$ cat src/rtl/hsl_to_rgb12_pixel_top_macros.svh
// assertion macros shared by the rtl files
`ifndef HSL_TO_RGB12_PIXEL_TOP_MACROS_SVH
`define HSL_TO_RGB12_PIXEL_TOP_MACROS_SVH
`ifndef SYNTHESIS
`define HSL_ASSERT(lbl, clk, rstn, prop) \
  lbl: assert property (@(posedge clk) disable iff (!rstn) prop) \
    else $error("hsl rgb assertion failed");
`define HSL_ASSERT_NEXT(lbl, clk, rstn, pre, post) \
  lbl: assert property (@(posedge clk) disable iff (!rstn) (pre) |=> (post)) \
    else $error("hsl rgb assertion failed");
`else
`define HSL_ASSERT(lbl, clk, rstn, prop)
`define HSL_ASSERT_NEXT(lbl, clk, rstn, pre, post)
`endif
`endif

$ cat src/rtl/hslrgb_pkg.sv
`default_nettype none
package hslrgb_pkg;

  localparam int unsigned PIXEL_COUNT_DEF = 1024;
  localparam int unsigned QUEUE_DEPTH_DEF = 4;

  localparam logic [15:0] ONE15      = 16'd32768;
  localparam logic [15:0] HALF15     = 16'd16384;
  localparam logic [17:0] TURN6      = 18'd196608;
  localparam logic [17:0] THIRD6     = 18'd65536;
  localparam logic [17:0] TWO_THIRD6 = 18'd131072;
  localparam logic [17:0] SIXTH_END  = 18'd32768;
  localparam logic [17:0] HALF_END   = 18'd98304;
  localparam logic [17:0] FALL_END   = 18'd131072;

  typedef struct packed {
    logic [9:0]  pixel_index;
    logic [15:0] hue;
    logic [15:0] saturation;
    logic [15:0] lightness;
  } in_item_t;

  typedef struct packed {
    logic [9:0]  pixel_slot;
    logic [11:0] red_level;
    logic [11:0] green_level;
    logic [11:0] blue_level;
  } out_item_t;

  // classified pixel: clamped s/l and per-channel ramp weights
  typedef struct packed {
    logic [9:0]  idx;
    logic [15:0] sat;
    logic [15:0] light;
    logic [15:0] f_r;
    logic [15:0] f_g;
    logic [15:0] f_b;
  } work_item_t;

  typedef struct packed {
    logic full;
    logic empty;
  } queue_stat_t;

  function automatic logic [15:0] clamp_one(input logic [15:0] v);
    return (v > ONE15) ? ONE15 : v;
  endfunction

  // weight f in 0..32768 for hue position 6t
  function automatic logic [15:0] ramp_weight(input logic [17:0] t6);
    logic [17:0] diff;
    logic [15:0] f;
    diff = FALL_END - t6;
    if (t6 < SIXTH_END) begin
      f = t6[15:0];
    end else if (t6 < HALF_END) begin
      f = ONE15;
    end else if (t6 < FALL_END) begin
      f = diff[15:0];
    end else begin
      f = '0;
    end
    return f;
  endfunction

  // floor(c*4095/255) = 16c + floor(c/17), c/17 via reciprocal 241/4096
  function automatic logic [11:0] widen12(input logic [7:0] c);
    logic [15:0] m;
    m = 16'(c) * 16'd241;
    return {c, 4'b0000} + 12'(m[15:12]);
  endfunction

endpackage
`default_nettype wire

$ cat src/rtl/hslrgb_queue.sv
`default_nettype none
`include "hsl_to_rgb12_pixel_top_macros.svh"
module hslrgb_queue #(
  parameter int unsigned DEPTH = hslrgb_pkg::QUEUE_DEPTH_DEF
) (
  input  logic                      clk_i,
  input  logic                      rst_ni,
  input  logic                      push_i,
  input  hslrgb_pkg::work_item_t    item_i,
  input  logic                      pop_i,
  output hslrgb_pkg::work_item_t    item_o,
  output hslrgb_pkg::queue_stat_t   stat_o
);

  localparam int unsigned PTR_W = (DEPTH > 1) ? $clog2(DEPTH) : 1;
  localparam int unsigned CNT_W = $clog2(DEPTH + 1);

  hslrgb_pkg::work_item_t mem_q [DEPTH];
  logic [PTR_W-1:0] wr_ptr_q, wr_ptr_d;
  logic [PTR_W-1:0] rd_ptr_q, rd_ptr_d;
  logic [CNT_W-1:0] count_q, count_d;

  assign stat_o.full  = (count_q == CNT_W'(DEPTH));
  assign stat_o.empty = (count_q == '0);
  assign item_o       = mem_q[rd_ptr_q];

  always_comb begin
    wr_ptr_d = wr_ptr_q;
    rd_ptr_d = rd_ptr_q;
    if (push_i) begin
      wr_ptr_d = (wr_ptr_q == PTR_W'(DEPTH - 1)) ? '0 : wr_ptr_q + 1'b1;
    end
    if (pop_i) begin
      rd_ptr_d = (rd_ptr_q == PTR_W'(DEPTH - 1)) ? '0 : rd_ptr_q + 1'b1;
    end
    case ({push_i, pop_i})
      2'b10:   count_d = count_q + 1'b1;
      2'b01:   count_d = count_q - 1'b1;
      default: count_d = count_q;
    endcase
  end

  always_ff @(posedge clk_i or negedge rst_ni) begin
    if (!rst_ni) begin
      wr_ptr_q <= '0;
      rd_ptr_q <= '0;
      count_q  <= '0;
    end else begin
      wr_ptr_q <= wr_ptr_d;
      rd_ptr_q <= rd_ptr_d;
      count_q  <= count_d;
    end
  end

  always_ff @(posedge clk_i) begin
    if (push_i) begin
      mem_q[wr_ptr_q] <= item_i;
    end
  end

  `HSL_ASSERT(a_push_has_room, clk_i, rst_ni, push_i |-> !stat_o.full)
  `HSL_ASSERT(a_pop_has_beat, clk_i, rst_ni, pop_i |-> !stat_o.empty)
  `HSL_ASSERT(a_count_bound, clk_i, rst_ni, count_q <= CNT_W'(DEPTH))

endmodule
`default_nettype wire

$ cat config.mk
export PLATFORM = sky130hd
export DESIGN_NAME = hslrgb_queue
export DESIGN_NICKNAME = d
export VERILOG_FILES = /design/src/rtl/hslrgb_pkg.sv /design/src/rtl/hslrgb_queue.sv
export VERILOG_INCLUDE_DIRS = /design/src /design/src/rtl
export SDC_FILE = /design/constraint.sdc
export NUM_CORES = 1
export LEC_CHECK = 0
export ABC_AREA = 0
export BUFFER_PORTS_ARGS = -buffer_cell sky130_fd_sc_hd__buf_4
export CAP_MARGIN = 40
export CELL_PAD_IN_SITES_DETAIL_PLACEMENT = 1
export CELL_PAD_IN_SITES_GLOBAL_PLACEMENT = 1
export CORE_ASPECT_RATIO = 1.2
export CORE_MARGIN = 3
export CORE_UTILIZATION = 40
export DETAILED_ROUTE_END_ITERATION = 12
export GPL_TIMING_DRIVEN = 0
export PLACE_DENSITY_LB_ADDON = 0.3
export SLEW_MARGIN = 0
export SYNTH_ARGS = -nofsm -noshare
export SYNTH_HDL_FRONTEND = slang
export SYNTH_SLANG_ARGS = --single-unit
$ cat constraint.sdc
create_clock -name clk_i -period 3.93 [get_ports clk_i]
set_input_delay 0.1965 -clock clk_i [delete_from_list [all_inputs] [get_ports clk_i]]
set_output_delay 0.1965 -clock clk_i [all_outputs]
set_load 0.05 [all_outputs]
==> impl.org <==
** Routing
- Via total after detailed routing :: 6426
- The count of nets left with antenna violations once routing finished came out at 0.
- Dividing the detail-routed via count by the number of cells gives 4.935.
- Routed wire length :: 28370 µm
- For this run, the detailed router's first-pass iteration total came to 5.
- Wire length per cell after detailed routing :: 21.79 µm
- Drt drc :: 0
- The detailed router finished its first iteration with 378 violations.

** Clock tree
- Buffer cell driving the clock tree root :: sky130_fd_sc_hd__clkbuf_16
- The H-tree generated during clock tree synthesis spans 2 levels.
- TritonCTS clock tree :: done
- At the later pin of the worst-skew pair, clock insertion delay measures 0.52 ns.
- After clock tree synthesis, the clock-pin slew on the worst setup and hold paths is 0.06 ns.
- Maximum clock path buffer count :: 3
- Number of sinks driven by the clock tree :: 367
- Post-CTS repair changed the size of 0 cells.
- Num CTS Buffers :: 37

** Critical path
- In this design, the stage delay of the slowest critical-path cell is 0.55 ns.
- STA classifies the critical path endpoint as a primary output.
- Required time at the worst-slack endpoint :: 3.73 ns
- Traced cell by cell, the critical path runs through buf_6 > buf_6 > mux4_2 > buf_4.
- Crit-path most repeated cell :: sky130_fd_sc_hd__buf_6
- Data on the critical path arrives at its endpoint at 2.16 ns.
- R2R setup slack :: 1.94 ns
- The critical path contains buffers and inverters numbering 3 combined.
- Slowest cell on the critical path :: sky130_fd_sc_hd__mux4_2
- Startpoint of the worst setup timing path :: rd_ptr_q[0]
- STA classifies the critical path startpoint as a register.
- In this run the worst path has a maximum fanout of 10.
- Startpoint of the worst register-to-register path :: wr_ptr_q[0]
- The worst setup path is of the reg2out kind.
- The kind of cell with the highest combined delay along the critical path is buffers and inverters.

** Power
- Summed over all nets, the switching power comes to 5294 µW.
- Of the total power, the share spent switching nets is 0.3658.
- Int Pwr :: 9176 µW
- Power per Cell Area :: 820.0 nW/µm²
- The share of total power dissipated in the clock network is 0.245.
- Across the VDD grid, the largest voltage drop is 0.4941 mV.
- Leakage power summed over all cells :: 0.006123 µW
- The share of total power dissipated in sequential elements is 0.357.
- Share of total power in combinational logic :: 0.398

** Timing
- The final hold violation count is 0.
- Unrepaired setup endpoints after global routing :: false
- Final critical delay including setup and external delays :: 2.352 ns
- Timing would allow up to 0.4251 GHz.
- Final Max Tran Viols :: 0
- Post-Route Hold Slack :: 0.4167 ns
- For the pin with the worst max-slew slack, the measured transition is 0.7546 ns.
- Worst clock skew :: 0.01794 ns
- Headroom to the max-slew limit :: 0.4969
- Setup violations remaining at the end of the flow were counted as 0.
- In the finished design, the share of the clock period the worst path needs comes to 0.5986.

** Yosys
- Post-synthesis net count :: 609
- Ranked by total cell area, the synthesized netlist is headed by sky130_fd_sc_hd__edfxtp_1, sky130_fd_sc_hd__mux4_2, sky130_fd_sc_hd__dfrtp_1.
- Fraction of the yosys area taken by sequential cells :: 0.8191
- Syn. warnings :: 0
- Cell variety after synth :: 20
- The cell area that synthesis handed to floorplanning was 13410 µm².
- Flops & latches, synth :: 367
- Syn_area_per_cell :: 26.40 µm²
- Most area-hungry cell type in the Yosys netlist :: sky130_fd_sc_hd__edfxtp_1
- Share of Yosys cell area claimed by the top area cell type :: 0.8060
- After technology mapping, the gate count stands at 508.

** Placed design
- Detailed placement finished with a half-perimeter wire length of 17280 µm.
- Port Buffer Count :: 185
- Final weighted congestion of routability-driven global placement :: 0.6709
- Cell count after placement :: 1141

** Global routing
- Via count of the first global-routing pass :: 7336
- In the global route stage, overall resource usage came out at 0.1585.
- Wire length of the first global-routing pass :: 43200 µm
- The total overflow left after global routing is 0.
- Pin count of the biggest net entering global routing :: 54
- The initial antenna violation count is 1.

** Cells and area
- Fraction of layout instances using a drive strength above 1 :: 0.4172
- Utilization of the core after routing :: 0.5411
- Number of nets in the finished design :: 932
- Relative to the synthesized area, the layout overhead comes to 31.57%.
- Once layout is complete, the cells apart from fillers number 1302.
- Count of antenna diodes in the layout :: 0

** Min path
- Class of the worst hold path :: in2reg
- In this run the most critical hold path is launched from item_i[31].

** Die
- In this run the horizontal extent of the chip is 173.2 µm.
- Initial standard-cell utilization of the core :: 0.4113
- Rows :: 72
- Full die area :: 35770 µm²
- # IOs :: 186
- Core region area :: 32610 µm²
- Die height :: 206.6 µm

** Flow run
- Number of max-cap violations :: 0

** Run status
- The flow ran to the end, and the final reports show no timing, DRC or antenna violations.
## what timing repair did
item,4_1_cts,5_1_grt
endpoints found under the hold margin,371,0
buffers inserted,0,0
hold buffers,95,0
## worst paths after layout
kind,end,cells past startpoint
min,mem_q[3][31],2
max reg2reg,mem_q[0][10],4
min in group asynchronous,rd_ptr_q[1],3
max,item_o[29],4
min reg2reg,count_q[0],1
max in group asynchronous,count_q[2],4
## final cells by class
class / instances / area [µm²]
Tap cell: 444 / 555.5
Clock buffer: 44 / 952.2
Clock inverter: 22 / 266.5
Fill cell: 2865 / 14970
Buffer: 20 / 158.9
Multi-Input combinational cell: 115 / 2255
Inverter: 6 / 22.52
Timing Repair Buffer: 284 / 2450
Sequential cell: 367 / 10990
## synth_stat cells (all sizes together)
cell type,count
and3,1
mux2i,1
o21ai,2
nor3,1
dfrtp,7
and2,4
ha,6
mux2,2
or3,1
mux4,90
fa,1
nand2,1
inv,6
edfxtp,360
xor2,2
xnor2,1
buf,20
nor2,2
## flip-flops by register name, summed over array words and instances, names as in the netlist
signal,cells
count_q,3
rd_ptr_q,2
wr_ptr_q,2
mem_q,360
## cell usage in the layout, fill, tap and decap left out, types with 2 or more instances in the layout
cell type	instances
sky130_fd_sc_hd__edfxtp_1	360
sky130_fd_sc_hd__buf_4	186
sky130_fd_sc_hd__dlygate4sd3_1	95
sky130_fd_sc_hd__mux4_2	90
sky130_fd_sc_hd__clkbuf_16	37
sky130_fd_sc_hd__buf_2	10
sky130_fd_sc_hd__buf_6	9
sky130_fd_sc_hd__clkbuf_1	7
sky130_fd_sc_hd__dfrtp_1	7
sky130_fd_sc_hd__inv_1	6
sky130_fd_sc_hd__ha_1	6
sky130_fd_sc_hd__bufinv_16	6
sky130_fd_sc_hd__clkinv_2	6
sky130_fd_sc_hd__clkinv_1	6
sky130_fd_sc_hd__and2_4	4
sky130_fd_sc_hd__buf_16	4
sky130_fd_sc_hd__o21ai_0	2
sky130_fd_sc_hd__nor2_1	2
sky130_fd_sc_hd__mux2_2	2
sky130_fd_sc_hd__xor2_1	2
sky130_fd_sc_hd__inv_6	2
## cell families (layout without fill, tap and decap cells)
| family | Yosys count | count (layout) | share of synthesized area |
|---|---|---|---|
| flip-flops | 367 | 367 | 0.8191 |
| multiplexers | 93 | 93 | 0.1536 |
| buffers and inverters | 26 | 376 | 0.01353 |
| AND/OR/NAND/NOR | 10 | 10 | 0.004011 |
| adder cells (fa/ha/maj) | 7 | 7 | 0.007090 |
| XOR/XNOR | 3 | 3 | 0.001959 |
| AO/OA/AOI/OAI | 2 | 2 | 0.0007464 |
## stage by stage
stage / cell area (µm²) / setup WS (ns) / total power (µW) / TNS (ns)
3_5_place_dp: 15480 / 1.882 / 11030 / 0
2_1_floorplan: 13410 / 0.7649 / 9337 / 0
3_3_place_gp: 15360 / -0.9398 / 10960 / -315.21
5_1_grt: 17650 / 1.452 / 15070 / 0
4_1_cts: 17650 / 1.497 / 14680 / 0
6_report: 17650 / 1.578 / 14470 / 0
## power by group through the flow
stage | sequential, µW | clock (µW) | combinational [µW]
3_5_place_dp | 5260 | 0 | 5770
3_3_place_gp | 5310 | 0 | 5650
6_report | 5170 | 3540 | 5760
2_1_floorplan | 5240 | 0 | 4100
4_1_cts | 5180 | 3630 | 5870
5_1_grt | 5220 | 3790 | 6060
## layer usage
layer	wire (µm)	up-vias	global-route usage
met5	13	-	0
met4	519	2	0.04229
met3	1138	36	0.03019
met2	15570	163	0.2978
met1	11120	3386	0.1880
li1	-	2839	-
(Power assumes the default switching activity.)
