### src/rtl/hsl_to_rgb12_pixel_top_macros.svh
// assertion macros shared by the rtl files
`ifndef HSL_TO_RGB12_PIXEL_TOP_MACROS_SVH
`define HSL_TO_RGB12_PIXEL_TOP_MACROS_SVH
`ifndef SYNTHESIS
`define HSL_ASSERT(lbl, clk, rstn, prop) \
  lbl: assert property (@(posedge clk) disable iff (!rstn) prop) \
    else $error("hsl rgb assertion failed");
`define HSL_ASSERT_NEXT(lbl, clk, rstn, pre, post) \
  lbl: assert property (@(posedge clk) disable iff (!rstn) (pre) |=> (post)) \
    else $error("hsl rgb assertion failed");
`else
`define HSL_ASSERT(lbl, clk, rstn, prop)
`define HSL_ASSERT_NEXT(lbl, clk, rstn, pre, post)
`endif
`endif

### src/rtl/hslrgb_pkg.sv
`default_nettype none
package hslrgb_pkg;

  localparam int unsigned PIXEL_COUNT_DEF = 1024;
  localparam int unsigned QUEUE_DEPTH_DEF = 4;

  localparam logic [15:0] ONE15      = 16'd32768;
  localparam logic [15:0] HALF15     = 16'd16384;
  localparam logic [17:0] TURN6      = 18'd196608;
  localparam logic [17:0] THIRD6     = 18'd65536;
  localparam logic [17:0] TWO_THIRD6 = 18'd131072;
  localparam logic [17:0] SIXTH_END  = 18'd32768;
  localparam logic [17:0] HALF_END   = 18'd98304;
  localparam logic [17:0] FALL_END   = 18'd131072;

  typedef struct packed {
    logic [9:0]  pixel_index;
    logic [15:0] hue;
    logic [15:0] saturation;
    logic [15:0] lightness;
  } in_item_t;

  typedef struct packed {
    logic [9:0]  pixel_slot;
    logic [11:0] red_level;
    logic [11:0] green_level;
    logic [11:0] blue_level;
  } out_item_t;

  // classified pixel: clamped s/l and per-channel ramp weights
  typedef struct packed {
    logic [9:0]  idx;
    logic [15:0] sat;
    logic [15:0] light;
    logic [15:0] f_r;
    logic [15:0] f_g;
    logic [15:0] f_b;
  } work_item_t;

  typedef struct packed {
    logic full;
    logic empty;
  } queue_stat_t;

  function automatic logic [15:0] clamp_one(input logic [15:0] v);
    return (v > ONE15) ? ONE15 : v;
  endfunction

  // weight f in 0..32768 for hue position 6t
  function automatic logic [15:0] ramp_weight(input logic [17:0] t6);
    logic [17:0] diff;
    logic [15:0] f;
    diff = FALL_END - t6;
    if (t6 < SIXTH_END) begin
      f = t6[15:0];
    end else if (t6 < HALF_END) begin
      f = ONE15;
    end else if (t6 < FALL_END) begin
      f = diff[15:0];
    end else begin
      f = '0;
    end
    return f;
  endfunction

  // floor(c*4095/255) = 16c + floor(c/17), c/17 via reciprocal 241/4096
  function automatic logic [11:0] widen12(input logic [7:0] c);
    logic [15:0] m;
    m = 16'(c) * 16'd241;
    return {c, 4'b0000} + 12'(m[15:12]);
  endfunction

endpackage
`default_nettype wire

### src/rtl/hslrgb_stream_if.sv
`default_nettype none
interface hslrgb_stream_if #(
  parameter type payload_t = logic
) ();
  logic     valid;
  logic     ready;
  payload_t data;

  modport source (output valid, output data, input ready);
  modport sink   (input valid, input data, output ready);
endinterface
`default_nettype wire

### src/rtl/hslrgb_back.sv
`default_nettype none
`include "hsl_to_rgb12_pixel_top_macros.svh"
module hslrgb_back (
  input  logic                      clk_i,
  input  logic                      rst_ni,
  input  hslrgb_pkg::queue_stat_t   stat_i,
  input  hslrgb_pkg::work_item_t    item_i,
  output logic                      pop_o,
  hslrgb_stream_if.source           out_o
);

  localparam int unsigned NSTAGE = 6;

  logic [NSTAGE:1]   v_q;
  logic [NSTAGE:1]   v_in;
  logic [NSTAGE+1:1] rdy;

  // stage 1: l*s
  logic [9:0]  idx1_q, idx2_q, idx3_q, idx4_q, idx5_q;
  logic [15:0] l1_q, s1_q;
  logic [15:0] fr1_q, fg1_q, fb1_q, fr2_q, fg2_q, fb2_q;
  logic [31:0] ls1_q;
  // stage 2: q, p, d in Q30
  logic [31:0] l30, s30, l31, q_sum, p_sum;
  logic [30:0] q30, p30, d30;
  logic [30:0] p2_q, d2_q, p3_q;
  // stage 3: d*f
  logic [46:0] pr_r, pr_g, pr_b;
  logic [45:0] pr3_r_q, pr3_g_q, pr3_b_q;
  // stage 4: num = p*2^15 + d*f
  logic [45:0] n4_r_q, n4_g_q, n4_b_q;
  // stage 5: 8-bit levels
  logic [53:0] t_r, t_g, t_b;
  logic [7:0]  c_r_q, c_g_q, c_b_q;
  hslrgb_pkg::out_item_t out_q;

  always_comb begin
    rdy[NSTAGE+1] = out_o.ready;
    for (int k = NSTAGE; k >= 1; k--) begin
      rdy[k] = !v_q[k] || rdy[k+1];
    end
    v_in[1] = !stat_i.empty;
    for (int k = 2; k <= NSTAGE; k++) begin
      v_in[k] = v_q[k-1];
    end
  end

  assign pop_o       = !stat_i.empty && rdy[1];
  assign out_o.valid = v_q[NSTAGE];
  assign out_o.data  = out_q;

  always_ff @(posedge clk_i or negedge rst_ni) begin
    if (!rst_ni) begin
      v_q <= '0;
    end else begin
      for (int k = 1; k <= NSTAGE; k++) begin
        if (rdy[k]) begin
          v_q[k] <= v_in[k];
        end
      end
    end
  end

  always_ff @(posedge clk_i) begin
    if (rdy[1]) begin
      idx1_q <= item_i.idx;
      l1_q   <= item_i.light;
      s1_q   <= item_i.sat;
      fr1_q  <= item_i.f_r;
      fg1_q  <= item_i.f_g;
      fb1_q  <= item_i.f_b;
      ls1_q  <= item_i.light * item_i.sat;
    end
  end

  // saturation of zero gives q = p = l, so gray needs no path of its own
  always_comb begin
    l30   = {1'b0, l1_q, 15'b0};
    s30   = {1'b0, s1_q, 15'b0};
    l31   = {l1_q, 16'b0};
    q_sum = (l1_q < hslrgb_pkg::HALF15) ? (l30 + ls1_q) : (l30 + s30 - ls1_q);
    q30   = q_sum[30:0];
    p_sum = l31 - {1'b0, q30};
    p30   = p_sum[30:0];
    d30   = q30 - p30;
  end

  always_ff @(posedge clk_i) begin
    if (rdy[2]) begin
      idx2_q <= idx1_q;
      p2_q   <= p30;
      d2_q   <= d30;
      fr2_q  <= fr1_q;
      fg2_q  <= fg1_q;
      fb2_q  <= fb1_q;
    end
  end

  assign pr_r = d2_q * fr2_q;
  assign pr_g = d2_q * fg2_q;
  assign pr_b = d2_q * fb2_q;

  always_ff @(posedge clk_i) begin
    if (rdy[3]) begin
      idx3_q  <= idx2_q;
      p3_q    <= p2_q;
      pr3_r_q <= pr_r[45:0];
      pr3_g_q <= pr_g[45:0];
      pr3_b_q <= pr_b[45:0];
    end
  end

  always_ff @(posedge clk_i) begin
    if (rdy[4]) begin
      idx4_q <= idx3_q;
      n4_r_q <= {p3_q, 15'b0} + pr3_r_q;
      n4_g_q <= {p3_q, 15'b0} + pr3_g_q;
      n4_b_q <= {p3_q, 15'b0} + pr3_b_q;
    end
  end

  // num*255 as num*256 - num, level is bits 52:45
  assign t_r = {n4_r_q, 8'b0} - {8'b0, n4_r_q};
  assign t_g = {n4_g_q, 8'b0} - {8'b0, n4_g_q};
  assign t_b = {n4_b_q, 8'b0} - {8'b0, n4_b_q};

  always_ff @(posedge clk_i) begin
    if (rdy[5]) begin
      idx5_q <= idx4_q;
      c_r_q  <= t_r[52:45];
      c_g_q  <= t_g[52:45];
      c_b_q  <= t_b[52:45];
    end
  end

  always_ff @(posedge clk_i) begin
    if (rdy[6]) begin
      out_q.pixel_slot  <= idx5_q;
      out_q.red_level   <= hslrgb_pkg::widen12(c_r_q);
      out_q.green_level <= hslrgb_pkg::widen12(c_g_q);
      out_q.blue_level  <= hslrgb_pkg::widen12(c_b_q);
    end
  end

  `HSL_ASSERT_NEXT(a_stall_keeps_level, clk_i, rst_ni, v_q[5] && !rdy[5], v_q[5] && $stable(c_r_q))
  `HSL_ASSERT(a_pop_needs_room, clk_i, rst_ni, pop_o |-> (!v_q[1] || rdy[2]))

endmodule
`default_nettype wire

### src/flat_wrapper.sv
// flat-port wrapper written by rule: the top's interface ports become plain ports
module hslrgb_back_flat 
  (clk_i, rst_ni, stat_i, item_i, pop_o, out_o_valid, out_o_data, out_o_ready);
  hslrgb_stream_if out_o_i ();
  input  logic clk_i;
  input  logic rst_ni;
  input  hslrgb_pkg::queue_stat_t stat_i;
  input  hslrgb_pkg::work_item_t item_i;
  output logic pop_o;
  output wire logic [$bits(out_o_i.valid)-1:0] out_o_valid;
  output wire logic [$bits(out_o_i.data)-1:0] out_o_data;
  input wire logic [$bits(out_o_i.ready)-1:0] out_o_ready;
  assign out_o_valid = out_o_i.valid;
  assign out_o_data = out_o_i.data;
  assign out_o_i.ready = out_o_ready;
  hslrgb_back u_core (.clk_i(clk_i), .rst_ni(rst_ni), .stat_i(stat_i), .item_i(item_i), .pop_o(pop_o), .out_o(out_o_i));
endmodule
### config.mk
export PLATFORM = sky130hd
export DESIGN_NAME = hslrgb_back_flat
export DESIGN_NICKNAME = d
export VERILOG_FILES = /design/src/rtl/hslrgb_pkg.sv /design/src/rtl/hslrgb_stream_if.sv /design/src/rtl/hslrgb_back.sv /design/src/flat_wrapper.sv
export VERILOG_INCLUDE_DIRS = /design/src /design/src/rtl
export SDC_FILE = /design/constraint.sdc
export NUM_CORES = 2
export LEC_CHECK = 0
export ABC_AREA = 1
export BUFFER_PORTS_ARGS = -buffer_cell sky130_fd_sc_hd__clkbuf_2
export CORE_MARGIN = 4
export CORE_UTILIZATION = 35
export CTS_BUF_LIST = sky130_fd_sc_hd__clkbuf_4
export CTS_CLUSTER_DIAMETER = 30
export DETAILED_ROUTE_END_ITERATION = 7
export GPL_ROUTABILITY_DRIVEN = 0
export SLEW_MARGIN = 20
export SYNTH_ARGS = -nofsm -noshare
export SYNTH_HDL_FRONTEND = slang
export SYNTH_SLANG_ARGS = --single-unit
### constraint.sdc
create_clock -name clk_i -period 9.4 [get_ports clk_i]
set_clock_uncertainty 0.2 [all_clocks]
set_input_delay 0.47 -clock clk_i [delete_from_list [all_inputs] [get_ports clk_i]]
set_output_delay 0.47 -clock clk_i [all_outputs]
set_load 0.02 [all_outputs]
==> run_summary.xml <==
<?xml version="1.0" encoding="UTF-8"?>
<metrics>
  <group name="clocking">
    <metric name="buffer_type_at_the_clock_tree_root" unit="">clkbuf_4</metric>
    <metric name="cts.hold.buffers_added" unit="">52</metric>
    <metric name="ctsResizeCount" unit="">0</metric>
    <metric name="cts_num_sinks" unit="">292</metric>
    <metric name="clock_latency_at_the_later_pin_of_the_worst_skew_pair" unit="ns">0.87</metric>
    <metric name="tritoncts_clock_tree" unit="">yes</metric>
    <metric name="htree_levels" unit="">3</metric>
    <metric name="post-cts-setup-buffers" unit="">0</metric>
    <metric name="cts.clk_slew.worst_paths" unit="ns">0.07</metric>
    <metric name="clk_path_buf_depth" unit="">3</metric>
    <metric name="cts-buffers-inserted" unit="">87</metric>
  </group>
  <group name="finish">
    <metric name="drive_gt1_share" unit="%">6.159</metric>
    <metric name="synth_to_layout_area_growth" unit="%">8.700</metric>
    <metric name="layout.nets" unit="">6164</metric>
    <metric name="utilization_of_the_core_after_routing" unit="%">38.27</metric>
    <metric name="layout_common_cells" unit="">nand2_1, inv_1, fa_1</metric>
    <metric name="final-instance-count-excl-fill" unit="">6782</metric>
    <metric name="layout_commonest_cell" unit="">nand2_1</metric>
    <metric name="total_of_fill_cells_in_the_finished_design" unit="">12210</metric>
  </group>
  <group name="placement">
    <metric name="port_buffers" unit="">54</metric>
    <metric name="dp.final_hpwl" unit="µm">80120</metric>
    <metric name="placed_cells" unit="">6566</metric>
  </group>
  <group name="grt">
    <metric name="antenna_found_initial" unit="">2</metric>
    <metric name="first_global_vias" unit="">33890</metric>
    <metric name="globalRoute.totalOverflow" unit="">0</metric>
    <metric name="largest_net_degree_at_the_start_of_global_routing" unit="">77</metric>
    <metric name="grt_pass1_wl" unit="µm">168800</metric>
    <metric name="global_router_s_overall_resource_usage" unit="%">16.45</metric>
  </group>
  <group name="routing">
    <metric name="number_of_nets_still_failing_antenna_checks_after_routing" unit="">0</metric>
    <metric name="routed_via_density" unit="">4.683</metric>
    <metric name="detail_route.first_pass.iterations" unit="">6</metric>
    <metric name="finalWirelength" unit="µm">100500</metric>
    <metric name="drt_first_iter_violations" unit="">1673</metric>
    <metric name="routedWlPerCell" unit="µm">14.82</metric>
    <metric name="dr_vias" unit="">31760</metric>
    <metric name="drc_errors" unit="">0</metric>
  </group>
  <group name="logic_synthesis">
    <metric name="synth.top_cells.by_area" unit="">fa_1, edfxtp_1, inv_1, nand2_1, ha_1</metric>
    <metric name="synth_largest_area_cell" unit="">fa_1</metric>
    <metric name="yosys_warnings" unit="">0</metric>
    <metric name="postSynthCellCount" unit="">5034</metric>
    <metric name="synth.ff_latch_count" unit="">292</metric>
    <metric name="synth_sequential_area_ratio" unit="%">20.74</metric>
    <metric name="synthArstFlopShare" unit="%">2.055</metric>
    <metric name="syn_area_per_cell" unit="µm²">8.368</metric>
    <metric name="syn_area" unit="mm²">0.04212</metric>
    <metric name="synthDistinctLibCells" unit="">57</metric>
    <metric name="synth_top_cell_area_share" unit="%">29.56</metric>
    <metric name="synth_enable_flop_cells" unit="">286</metric>
    <metric name="ys_dominant_reg_cell" unit="">edfxtp_1</metric>
  </group>
  <group name="critical_path">
    <metric name="data_arrival_time_at_the_worst_slack_endpoint" unit="ns">8.26</metric>
    <metric name="cp_max_fo" unit="">22</metric>
    <metric name="cp-start-kind" unit="">flip-flop</metric>
    <metric name="cp.required" unit="ns">9.80</metric>
    <metric name="end_kind" unit="">flip-flop</metric>
    <metric name="r2r_cells" unit="">23</metric>
    <metric name="crit_type" unit="">flip-flop to flip-flop</metric>
  </group>
  <group name="flow_run">
    <metric name="max_cap_viol_count" unit="">0</metric>
  </group>
  <group name="sta">
    <metric name="fin_crit" unit="ns">7.858</metric>
    <metric name="rsz0062_at_grt" unit="">false</metric>
    <metric name="setup-violations-final" unit="">0</metric>
    <metric name="finalHoldViolations" unit="">0</metric>
    <metric name="worst_pin_slew" unit="ns">1.079</metric>
    <metric name="min_period_over_period" unit="%">83.60</metric>
    <metric name="slew-limit-headroom" unit="%">28.06</metric>
    <metric name="achievable-frequency" unit="MHz">127.3</metric>
    <metric name="fin_tns_setup" unit="ns">0</metric>
    <metric name="timing.final.max_slew_violations" unit="">0</metric>
  </group>
  <group name="status">
    <metric name="run_status" unit="">finished, final reports clean</metric>
  </group>
  <group name="die">
    <metric name="fp.dieW" unit="µm">354.9</metric>
    <metric name="initial_utilization" unit="%">35.21</metric>
    <metric name="die-area" unit="mm²">0.1260</metric>
    <metric name="num_io_pins" unit="">98</metric>
    <metric name="placeableCoreArea" unit="mm²">0.1197</metric>
    <metric name="rows" unit="">127</metric>
    <metric name="fp.dieH" unit="µm">354.9</metric>
  </group>
  <group name="min_path">
    <metric name="timing.hold.worst.class" unit="">primary input to flip-flop</metric>
    <metric name="min_delay_path_depth" unit="">2</metric>
  </group>
</metrics>
[worst paths after layout]
path / from / to / slack, ns
min in group asynchronous: rst_ni / u_core.v_q[6] / 0.39
worst min-delay path: item_i[4] / u_core.fb1_q[4] / 0.12
max in group asynchronous: rst_ni / u_core.v_q[2] / 8.39
worst max-delay path: u_core.fb2_q[2] / u_core.pr3_b_q[45] / 1.54
worst min register to register: u_core.fb1_q[11] / u_core.fb2_q[11] / 0.22
worst max register to register: u_core.fb2_q[2] / u_core.pr3_b_q[45] / 1.54
[synthesized netlist by cell type, drive strengths merged (64+ instances only)]
cell type  count
o21ai        108
clkbuf       172
edfxtp       286
ha           352
a21oi        187
nand2       1310
nand3        171
inv         1270
xnor2         64
fa           622
nor2         197
xor2         119
[registers in the layout, summed over array words and instances (netlist names)]
| register | flops |
|---|---|
| u_core.v_q | 6 |
| u_core.fb1_q | 16 |
| u_core.c_b_q | 8 |
| u_core.l1_q | 16 |
| u_core.p2_q | 31 |
| u_core.ls1_q | 31 |
| u_core.pr3_b_q | 45 |
| u_core.s1_q | 16 |
| u_core.out_o.data | 1 |
| u_core.d2_q | 30 |
| u_core.n4_b_q | 45 |
| u_core.p3_q | 31 |
| u_core.fb2_q | 16 |
[area by class of cell]
class	instances	area [µm²]	area share [%]
multi-input cells	3303	27950	61.03
flip-flops and latches	292	8738	19.08
inverters	1270	4768	10.41
well taps	1612	2017	4.405
repair buffers	141	1054	2.301
clock buffers	113	848.3	1.853
clock inverters	44	400.4	0.8744
diodes	7	17.52	0.03826
[worst max-delay path, cell delays in order (launching register included)]
cell	delay [ns]
edfxtp_1	1.06
buf_4	0.33
nand2_1	0.10
fa_1	0.52
fa_1	0.52
fa_1	0.51
inv_1	0.05
fa_1	0.44
fa_1	0.53
inv_1	0.05
fa_1	0.49
inv_1	0.05
ha_1	0.33
a21oi_1	0.26
nor2_1	0.07
nor2_1	0.08
o21ai_1	0.10
a21boi_0	0.51
o21ai_0	0.29
a21boi_1	0.28
o21ai_0	0.18
a21boi_1	0.31
o21ai_0	0.15
xor2_1	0.17
[stage by stage]
stage | setup slack [ns] | area (µm²) | hold WS (ns)
after global routing | 1.263 | 45790 | 0.04391
final | 1.542 | 45790 | 0.1219
after detailed placement | 1.670 | 44000 | 0.1341
after CTS | 1.656 | 45770 | 0.03285
after floorplan | 2.886 | 42160 | -0.02559
after global placement | 1.681 | 44000 | 0.1351
[cell families after synthesis]
logic type      after synthesis  share of synthesized area [%]
fa+ha+maj                   974                          40.02
xor+xnor                    183                          3.823
flops                       292                          20.74
buf+inv                    1449                          13.02
compound gates              380                          5.017
other cells                   2                        0.01783
simple gates               1754                          17.36
[per-layer routing]
layer / wire [µm] / up-vias / global-route usage [%]
met5: 0 / - / 0
met4: 2797 / 0 / 5.173
met3: 4355 / 183 / 2.399
met2: 51320 / 631 / 29.94
met1: 42030 / 15650 / 20.04
li1: - / 15300 / -
Power is left out: the tool's default activity adds up to more than one toggle a clock period on the data nets, which glitch-free logic cannot reach.
